`src/hdl/okss_pkg.sv`:
```
package okss_pkg;

  // Store sizing
  localparam int CAPACITY   = 64;
  localparam int KEY_WIDTH  = 32;
  localparam int RANK_W     = 8;
  localparam int ACT_W      = 3;
  localparam int IDX_W      = (CAPACITY > 1) ? $clog2(CAPACITY) : 1;
  localparam int CNT_W      = $clog2(CAPACITY + 1);
  localparam int RANK_CMP_W = (CNT_W > RANK_W) ? CNT_W : RANK_W;

  // Result gathering: cells are OR-reduced in groups, then across groups
  localparam int GRP   = 8;
  localparam int NGRP  = (CAPACITY + GRP - 1) / GRP;

  // Request codes
  localparam logic [ACT_W-1:0] ACT_INSERT = 3'd0;
  localparam logic [ACT_W-1:0] ACT_ERASE  = 3'd1;
  localparam logic [ACT_W-1:0] ACT_MEMBER = 3'd2;
  localparam logic [ACT_W-1:0] ACT_SUCC   = 3'd3;
  localparam logic [ACT_W-1:0] ACT_PRED   = 3'd4;
  localparam logic [ACT_W-1:0] ACT_KTH    = 3'd5;

  // Status codes
  localparam logic ST_OK   = 1'b0;
  localparam logic ST_FULL = 1'b1;

  typedef struct packed {
    logic [ACT_W-1:0]            action;
    logic signed [KEY_WIDTH-1:0] key;
    logic [RANK_W-1:0]           rank;
  } req_t;

  typedef struct packed {
    logic                        found;
    logic signed [KEY_WIDTH-1:0] value;
    logic                        status;
  } rsp_t;

  // Broadcast from the top level to every cell
  typedef struct packed {
    logic                        cmp_en;
    logic                        ins;
    logic                        era;
    logic [ACT_W-1:0]            action;
    logic signed [KEY_WIDTH-1:0] key;
    logic [RANK_W-1:0]           rank;
  } cell_ctl_t;

endpackage

```
`src/hdl/okss_cell.sv`:
```
module okss_cell (
  input  logic                                 clk,
  input  logic                                 rst,
  input  okss_pkg::cell_ctl_t                  ctl,
  input  logic [okss_pkg::IDX_W-1:0]           idx,
  input  logic signed [okss_pkg::KEY_WIDTH-1:0] lo_key,
  input  logic                                 lo_valid,
  input  logic                                 lo_lt,
  input  logic                                 lo_gt,
  input  logic signed [okss_pkg::KEY_WIDTH-1:0] hi_key,
  input  logic                                 hi_valid,
  input  logic                                 hi_lt,
  output logic signed [okss_pkg::KEY_WIDTH-1:0] key_q,
  output logic                                 valid,
  output logic                                 lt,
  output logic                                 gt,
  output logic                                 eq,
  output logic                                 hit,
  output logic signed [okss_pkg::KEY_WIDTH-1:0] hit_key
);
  import okss_pkg::*;

  logic                        rank_hit;
  logic                        pick;
  logic signed [KEY_WIDTH-1:0] key_next;
  logic                        valid_next;

  // Compare the held key against the request key
  assign lt = valid && ($signed(key_q) <  $signed(ctl.key));
  assign eq = valid && ($signed(key_q) == $signed(ctl.key));
  assign gt = valid && ($signed(key_q) >  $signed(ctl.key));

  assign rank_hit = (RANK_CMP_W'(ctl.rank) == (RANK_CMP_W'(idx) + RANK_CMP_W'(1)));

  // Decide whether this cell holds the answer of a query
  always_comb begin
    case (ctl.action)
      ACT_SUCC: pick = gt && !lo_gt;
      ACT_PRED: pick = lt && !hi_lt;
      ACT_KTH:  pick = valid && rank_hit;
      default:  pick = 1'b0;
    endcase
  end

  // Shift up on insert, shift down on erase, hold below the split point
  always_comb begin
    key_next   = key_q;
    valid_next = valid;
    if (ctl.ins && !lt) begin
      if (lo_lt) begin
        key_next   = ctl.key;
        valid_next = 1'b1;
      end else begin
        key_next   = lo_key;
        valid_next = lo_valid;
      end
    end else if (ctl.era && !lt) begin
      key_next   = hi_key;
      valid_next = hi_valid;
    end
  end

  always_ff @(posedge clk) begin
    if (rst) begin
      valid <= 1'b0;
      hit   <= 1'b0;
    end else begin
      valid <= valid_next;
      if (ctl.cmp_en) begin
        hit <= pick;
      end
    end
  end

  always_ff @(posedge clk) begin
    key_q <= key_next;
    if (ctl.cmp_en) begin
      hit_key <= pick ? key_q : '0;
    end
  end

endmodule

```
`config.mk`:
```
export PLATFORM = sky130hd
export DESIGN_NAME = okss_cell
export DESIGN_NICKNAME = d
export VERILOG_FILES = /design/src/hdl/okss_pkg.sv /design/src/hdl/okss_cell.sv
export SDC_FILE = /design/constraint.sdc
export NUM_CORES = 1
export LEC_CHECK = 0
export ABC_AREA = 0
export BUFFER_PORTS_ARGS = -buffer_cell sky130_fd_sc_hd__buf_4
export CORE_MARGIN = 1
export CORE_UTILIZATION = 49
export CTS_BUF_LIST = sky130_fd_sc_hd__clkbuf_2 sky130_fd_sc_hd__clkbuf_4 sky130_fd_sc_hd__clkbuf_8
export CTS_CLUSTER_SIZE = 30
export DETAILED_ROUTE_END_ITERATION = 12
export GPL_TIMING_DRIVEN = 0
export PLACE_DENSITY = 0.84
export SETUP_SLACK_MARGIN = 0.4
export SLEW_MARGIN = 20
export SYNTH_ARGS = -nofsm -noshare
export SYNTH_HDL_FRONTEND = slang
export SYNTH_SLANG_ARGS = --single-unit
```
`constraint.sdc`:
```
create_clock -name clk -period 5.3 [get_ports clk]
set_clock_uncertainty 0.1 [all_clocks]
set_input_delay 0.53 -clock clk [delete_from_list [all_inputs] [get_ports clk]]
set_output_delay 0.53 -clock clk [all_outputs]
set_load 0.02 [all_outputs]
```
## Word level (Yosys, flattened, before mapping)

Cells that the tools add are included.

| storage, ports and cells | value |
|---|---|
| flip-flop bits (word level) | 66 |
| input bits | 123 |
| logic and storage cells | 31 |

| operators by class | value |
|---|---|
| add/sub/neg operators | 1 |
| order comparisons | 2 |
| equality and inequality tests | 5 |
| multiplexer cells | 7 |
| reductions and logical operators | 12 |

Operators with widths:

| operator | number |
|---|---|
| two-way mux 32 bit | 3 |
| == test 32 bit | 1 |
| > comparator 32 bit | 1 |
| < comparator 32 bit | 1 |
| == test 8 x 7 -> 1 bit | 1 |
| logical AND 1 bit | 8 |
| adder 6 x 1 -> 7 bit, second input constant | 1 |
| == test 3 bit, second input constant | 2 |
| == test 3 x 2 -> 1 bit, second input constant | 1 |
| zero test 1 bit | 3 |
| two-way mux 1 bit | 3 |
| case mux 1 bit (3 select lines) | 1 |
| nonzero test 2 bit | 1 |

## Depth between registers and ports, before layout

Gate-level depths: netlist (run 1).

| depth | value |
|---|---|
| depth after elaboration | 6 |
| depth in mapped cells | 10 |
| depth with buffers taken out | 8 |

## Worst setup path before layout (run 1)

No wires, ideal clock.

| path | value |
|---|---|
| path kind | input to register |
| from | input port ctl[22] in the netlist's numbering |
| to | register key_q[0] in the netlist's numbering, enable pin |
| arrival time | 3723 ps |
| setup slack | 1045 ps |
| stages on the path | 10 |
| path through | inv_1 ha_1 and4_1 nand3_1 a21o_1 a41o_1 a21o_1 buf_2 buf_2 a21oi_1 |

| between the ends | value |
|---|---|
| word-level cells in the longest chain between the ends | 5 |

Ends and longest elaborated chain:

| element | line | RTL |
|---|---|---|
| start, declared | okss_cell.sv:4 | `input okss_pkg::cell_ctl_t ctl,` |
| < comparator 32 bit * | okss_cell.sv:29 | `assign lt = valid && ($signed(key_q) < $signed(ctl.key));` |
| logical AND 1 bit * | okss_cell.sv:29 |  |
| zero test 1 bit * | okss_cell.sv:49, okss_cell.sv:57 |  |
| logical AND 1 bit, on equally long branches | okss_cell.sv:49, okss_cell.sv:57 |  |
| nonzero test 2 bit (no line) * | n/a |  |
| end signal, assigned | okss_cell.sv:76 | `key_q <= key_next;` |
| end, declared | okss_cell.sv:13 | `output logic signed [okss_pkg::KEY_WIDTH-1:0] key_q,` |

Every way passes the cells marked *; elsewhere a longest branch is shown, timed or not.
A chain may end at the register's enable or synchronous reset.

## Worst setup path after layout (run 1)

| path | value |
|---|---|
| from | register key_q[19] in the netlist's numbering |
| to | output port gt |

| between the ends | value |
|---|---|
| word-level cells in the longest chain between the ends | 2 |

Ends and longest elaborated chain:

| element | line | RTL |
|---|---|---|
| > comparator 32 bit | okss_cell.sv:31 | `assign gt = valid && ($signed(key_q) > $signed(ctl.key));` |
| logical AND 1 bit | okss_cell.sv:31 |  |
| end, declared | okss_cell.sv:16 | `output logic gt,` |

No other way between the ends.

==> key figures, run 1 <==
Min path
  • Hold Path Origin: rst
  • Worst min-delay path endpoint: hit
  • Hold path depth: 4
  • HP Class: primary input to register

Clock network
  • Clock tree root driver cell: clkbuf_8
  • Total CTS buffers: 9
  • Clk sinks: 66
  • Post_cts resized: 0
  • Post-CTS Setup Bufs: 0
  • Clock transition at path regs: 0.07 ns
  • Clock Tree Buf Depth: 2
  • CTS tree: built
  • Htree depth: 3
  • Clock latency on the worst-skew pair: 0.34 ns
  • Hold_buf cts: 0

Timing
  • Setup-failing EPs final: 0
  • RSZ-0062 raised after global routing: false
  • Slew Viols, Final: 0
  • F_max: 273 MHz
  • Tcrit/Tclk final: 69.1%
  • Worst slew margin: 54.5%
  • Final Hold Fails: 0
  • Post-route minimum period: 3.66 ns
  • Worst-Margin Slew: 0.682 ns

Placed design
  • PortBufs: 190
  • Placed Cells: 680
  • GP Congestion: 0.876
  • Hpwl dp: 9980 um

Global routing
  • Global route overflow: 0
  • Vias in the first global route: 3,660
  • Gr usage total: 26.3%
  • First-pass GRT wire length: 17,700 um
  • Antenna violations before repair: 0
  • Pin count of the biggest net entering global routing: 35

Worst setup path
  • Endpoint type of the worst setup path: output port
  • Critical path's slowest cell: edfxtp_1
  • Startpoint class of the critical path: register
  • CP arrival: 3.03 ns
  • Worst r2r dst: key_q[20]
  • CP Data Required Time: 4.67 ns
  • Worst Path Max Fanout: 10
  • CP Cell Sequence: ha_1 > a21oi_1 > o21ai_0 > a41oi_1 > and4b_1 > a21o_1 > buf_2 > buf_2 > nor2_1 > buf_4
  • Slowest stage delay, CP: 0.42 ns
  • Reg2Reg Depth: 10
  • Setup CP Type: register to output port
  • Reg2reg setup slack: 1.78 ns
  • CP dominant cell by count: buf_2
  • CP delay by family, top: compound AO/OA/AOI/OAI gates
  • RR Startpoint: key_q[14]
  • WP buf/inv: 3

Power
  • Logic gate share of total power: 34.6%
  • Flop pwr share: 41.4%
  • PD cells: 279 nW/um^2
  • Power Total: 1.71 mW
  • P_leak: 2.83 nW
  • Sw power: 548 uW
  • Worst IR Drop VDD: 141 uV
  • Int Pwr: 1.16 mW
  • Sw Share: 32.1%
  • Clock power share: 24.0%

Drt
  • Vias post-DR: 3,745
  • Drt pass-1 iters: 4
  • Post-DR wirelength/cell: 17.3 um
  • DRT Wirelength: 12,100 um
  • Via-to-Cell Ratio: 5.38
  • First-iteration detailed-routing DRC count: 124
  • Post-route DRC: 0
  • Routed Antenna Nets: 0

Cells and area
  • Most common cell after layout, fill and taps aside: buf_4
  • Most frequent cells in the layout: 190 x buf_4, 67 x inv_1, 64 x edfxtp_1, 63 x mux2_2
  • Ant diodes: 0
  • Final Util: 73.0%
  • Area Overhead vs Synth: 41.0%
  • Layout cells sized above 1: 46.7%
  • Final cell count without fillers: 696
  • Fin nets: 742

Die
  • Die ar.: 9230 sq um
  • Core Box Area: 8380 sq um
  • Starting density of the core: 51.8%
  • Chip width: 96.1 um
  • # rows: 33
  • Overall die height: 96.1 um
  • IO Pins: 192

Job
  • Max cap viols: 0

Logic synthesis
  • Ranking of synthesized cells by area: edfxtp_1 44%, mux2_2 16%, ha_1 9.5%, inv_1 5.8%, a211oi_1 5.7%
  • Synth top area share: 44.3%
  • Yosys top cell by area: edfxtp_1
  • Syn_area_per_cell: 11.3 sq um
  • Ys Warns: 0
  • Synth Register Bits: 66
  • Synthesized Nets: 540
  • Seq/Total Area, Yosys: 45.2%
  • Post-synth EDFFs: 64
  • Netlist Area Pre-Place: 4340 sq um
  • Post-synth ARST share: 0%
  • Ys flop type: edfxtp_1
  • Cells after Synth: 384
  • Distinct cells, synth: 41

Run status
  • Status: finished clean
==> logic make-up after synthesis <==
group,after synthesis,synth area share [%]
fa+ha+maj,33,9.52
flops,66,45.2
compound gates,71,11.8
buf+inv,85,7.99
xor+xnor,7,1.41
mux,64,16.6
simple gates,58,7.47
==> power by group through the flow <==
stage	Sequential (mW)	Combinational [mW]	Clock, mW
floorplan	0.792	0.241	0
global placement	0.716	0.560	0
detailed placement	0.717	0.589	0
CTS	0.707	0.591	0.413
global route	0.714	0.638	0.434
finish	0.706	0.590	0.410
==> worst max-delay path by stage <==
stage | startpoint | to | slack (ns) | cells after the start
after global routing | key_q[19] | gt | 1.37 | 10
after detailed placement | ctl[22] | key_q[20] | 1.60 | 12
after CTS | key_q[19] | gt | 1.65 | 10
after floorplan | ctl[22] | key_q[0] | 1.04 | 10
after global placement | ctl[22] | key_q[14] | -0.18 | 11
final | key_q[19] | gt | 1.64 | 10
==> cell usage after synthesis, types with 2 or more instances <==
cell type	instances
inv_1	67
edfxtp_1	64
mux2_2	63
a211oi_1	33
ha_1	33
a21oi_1	15
clkbuf_1	11
nand2_1	11
nand3_1	9
nor2_1	9
and4_1	8
nor3_1	8
o21ai_0	6
xnor2_1	5
buf_2	4
a21o_1	3
buf_6	3
nand4_1	3
o211ai_1	3
dfxtp_1	2
nand2b_1	2
nor2b_1	2
xor2_1	2
==> routing by layer <==
| metal | up-vias | track usage (%) | routed length (um) | part of all wire, % |
|---|---|---|---|---|
| li1 | 1823 | - | - | - |
| met2 | 147 | 44.9 | 6120 | 51 |
| met1 | 1744 | 30.5 | 4690 | 39 |
| met3 | 31 | 7.35 | 868 | 7.2 |
| met5 | - | 0 | 0 | 0 |
| met4 | 0 | 12.4 | 376 | 3.1 |
==> stage by stage <==
| step | hold WS [ns] | setup TNS [ns] | instance area, sq um | setup WS, ns |
|---|---|---|---|---|
| floorplan | 0.511 | 0 | 4340 | 1.04 |
| global placement | 0.446 | -5.71 | 5900 | -0.180 |
| detailed placement | 0.456 | 0 | 5930 | 1.60 |
| CTS | 0.355 | 0 | 6120 | 1.65 |
| finish | 0.363 | 0 | 6120 | 1.64 |
| global route | 0.356 | 0 | 6120 | 1.37 |
==> state kept, by name, summed over array words and instances, names as in the netlist <==
register and count:
hit 1, key_q 32, valid 1, hit_key 32
==> worst min-delay path: cells and delay by family <==
kind            cells  cell delay, ns
buf+inv             2            0.11
compound gates      2            0.12
==> final cells by class <==
type / count / area, sq um
Clock buffer: 11 / 139
Inverter: 67 / 251
Multi-Input combinational cell: 233 / 2040
Fill cell: 622 / 2260
Sequential cell: 66 / 1960
Buffer: 18 / 95.1
Timing Repair Buffer: 191 / 1450
Tap cell: 105 / 131
Clock inverter: 5 / 45.0
Power figures use the tool's default switching activity.
==> inputs of run 2 (changes only) <==
- CORE_UTILIZATION: 49 -> 45
- PLACE_DENSITY: 0.84 -> 0.82
- clock period: 5.3 -> 3.17 ns (I/O delays scaled with it)
==> run 2 against run 1 <==
  * Register-to-register slack got worse by 1.5 ns
  * Clock-buffer cell count decreased by 2
  * Via count increased by 10%
  * Worst hold slack got worse by 0.22 ns
  * Critical path depth unchanged
  * Global-route usage increased by 1.2 points
  * Non-clock buffer count increased by 55
  * Combinational power increased by 140%
  * Largest cell class unchanged
  * Largest power group is now combinational logic
==> key figures, run 2 (synthesis gave the netlist of run 1 again) <==
Timing
  • Final Hold Fails: 0 (unchanged)
  • Worst-Margin Slew: 0.637 ns (-0.0445 ns)
  • Post-route minimum period: 2.92 ns
  • F_max: 342 MHz
  • Final setup margin: 0.246 ns (-1.39 ns)
  • Slew Viols, Final: 0 (unchanged)
  • Setup-failing EPs final: 0 (unchanged)
  • Tcrit/Tclk final: 92.2%
  • Worst slew margin: 57.5% (+3.1 points)
  • Worst Hold Margin: 0.140 ns (-0.223 ns)
  • RSZ-0062 raised after global routing: true

Placed design
  • Placed Cells: 703 (+3.4%)
  • PortBufs: 190 (unchanged)
  • Place WS: -0.396 ns (-1.99 ns)
  • Hpwl dp: 9880 um (-1.0%)
  • Placed cell area: 6060 sq um (+2.1%)
  • GP Congestion: 0.850 (-3.0%)

Clock network
  • Clock tree root driver cell: clkbuf_8
  • Total CTS buffers: 9 (unchanged)
  • Clock latency on the worst-skew pair: 0.33 ns (about the same)
  • Hold_buf cts: 0 (unchanged)
  • CTS tree: built
  • Clk sinks: 66 (unchanged)
  • Htree depth: 3 (unchanged)
  • Clock transition at path regs: 0.07 ns (about the same)
  • Clock Tree Buf Depth: 2 (unchanged)

Worst setup path
  • Startpoint class of the critical path: register
  • Worst r2r dst: key_q[15]
  • RR Startpoint: key_q[15]
  • CP Cell Sequence: ha_1 > and4_4 > nand3_4 > a21o_1 > a41o_4 > a21o_1 > buf_6 > buf_12 > nor2_4 > buf_6
  • Reg2reg setup slack: 0.27 ns (-1.51 ns)
  • Slowest stage delay, CP: 0.41 ns (about the same)
  • CP arrival: 2.51 ns (-0.52 ns)
  • Worst Path Max Fanout: 4 (-6)
  • Setup CP Type: register to output port
  • Critical path's slowest cell: edfxtp_1
  • Reg2Reg Depth: 11 (+1)
  • Endpoint type of the worst setup path: output port
  • CP Data Required Time: 2.75 ns (-1.92 ns)

Cells and area
  • # fillers: 606 (-2.6%)
  • Fin nets: 798 (+7.5%)
  • Area Overhead vs Synth: 64.2%
  • Ant diodes: 0 (unchanged)
  • Final cell count without fillers: 775 (+11%)
  • Most frequent cells in the layout: 232 x buf_4, 67 x inv_1, 64 x edfxtp_1, 32 x mux2_2, 32 x mux2_4
  • Most common cell after layout, fill and taps aside: buf_4
  • Layout cells sized above 1: 57.3% (+11 points)
  • Biggest regs: hit_key: 32 flops, key_q: 32 flops
  • Final Cell Area: 7120 sq um (+16%)

Min path
  • Worst min-delay path endpoint: valid
  • Hold Path Origin: rst
  • Hold path depth: 3 (-1)
  • HP Class: primary input to register

Power
  • P_leak: 3.31 nW (+17%)
  • Sw Share: 33.1% (+1.0 points)
  • Worst IR Drop VDD: 262 uV (+86%)
  • Int Pwr: 2.10 mW (+81%)
  • Power Total: 3.13 mW (+84%)
  • Clock power share: 18.2% (-5.8 points)
  • Logic gate share of total power: 44.3% (+9.7 points)
  • Sw power: 1.04 mW (+90%)
  • PD cells: 440 nW/um^2 (+58%)
  • Flop pwr share: 37.5% (-3.9 points)

Global routing
  • Antenna violations before repair: 0 (unchanged)
  • Vias in the first global route: 4,260 (+16%)
  • First-pass GRT wire length: 20,900 um (+18%)
  • Gr usage total: 27.6% (+1.2 points)
  • Global route overflow: 0 (unchanged)
  • Pin count of the biggest net entering global routing: 35 (unchanged)

Drt
  • Via-to-Cell Ratio: 5.33 (-0.87%)
  • Routed Antenna Nets: 0 (unchanged)
  • Vias post-DR: 4,134 (+10%)
  • First-iteration detailed-routing DRC count: 203 (+64%)
  • Post-route DRC: 0 (unchanged)
  • Post-DR wirelength/cell: 18.6 um (+7.3%)
  • Drt pass-1 iters: 5 (+1)
  • DRT Wirelength: 14,400 um (+19%)

Die
  • Core Box Area: 9280 sq um (+11%)
  • Starting density of the core: 46.7% (-5.0 points)
  • Die ar.: 10,000 sq um (+8.7%)
  • Overall die height: 100 um (+4.3%)
  • # rows: 35 (+6.1%)
  • Chip width: 100 um (+4.3%)
  • IO Pins: 192 (unchanged)

Run status
  • Status: finished clean

Job
  • Max cap viols: 0 (unchanged)
==> run 2: changes by cell type in the layout (fill, tap and decap cells not counted), sizes merged <==
cell | before | now
buf | 198 | 253
bufinv | 1 | 0
a21oi | 15 | 16
clkinv | 4 | 6
clkbuf | 22 | 20
==> run 2: worst max path at each step <==
stage | startpoint | end | slack (ns) | depth (start not counted)
finish | key_q[15] | gt | 0.25 | 10
global route | key_q[15] | gt | 0.16 | 10
CTS | key_q[7] | gt | 0.25 | 10
detailed placement | key_q[17] | key_q[13] | -0.40 | 9
floorplan | key_q[14] | key_q[0] | 0.1 | 9
global placement | ctl[23] | key_q[14] | -0.30 | 11
==> run 2: final cells by class <==
cell class	instances	area (sq um)	share of cell area (%)
multi-input combinational	234	2440	34.2
timing repair buffer	246	2000	28.1
sequential	66	1960	27.5
inverter	67	251	3.53
tap	129	161	2.27
buffer	18	158	2.21
clock buffer	9	124	1.74
clock inverter	6	25.0	0.351
==> run 2: per-stage QoR <==
step / util, % / TNS, ns
after floorplan: - / 0
after global placement: 65.3 / -9.60
after detailed placement: 65.3 / -12.62
after CTS: 73.3 / 0
after global routing: 76.7 / 0
final: 76.7 / 0
==> run 2: metal layers <==
| layer | up-vias | part of all wire [%] | global-route usage (%) |
|---|---|---|---|
| met5 | - | 0 | 0 |
| met4 | 0 | 4.9 | 16.2 |
| met3 | 50 | 5.7 | 5.22 |
| met2 | 182 | 52 | 49.2 |
| met1 | 1974 | 38 | 30.5 |
| li1 | 1928 | - | - |
==> run 2: worst max-delay path: cells and delay by family (launching register included) <==
family / cells / cell delay [ns]
buffers and inverters: 3 / 0.37
AO/OA/AOI/OAI: 3 / 0.63
flip-flops: 1 / 0.41
adder cells (fa/ha/maj): 1 / 0.33
AND/OR/NAND/NOR: 3 / 0.44
==> run 2: power groups by stage <==
stage	combinational, mW	sequential (mW)	clock (mW)
floorplan	0.450	1.32	0
finish	1.39	1.18	0.571
global route	1.47	1.19	0.622
CTS	1.24	1.17	0.576
global placement	0.987	1.20	0
detailed placement	1.02	1.20	0
==> run 2: repair_timing <==
item,CTS,global route
setup endpoints to repair,96,96
setup buffers,32,21
cloned,4,0
pin swaps,11,13
gates resized for setup,50,30
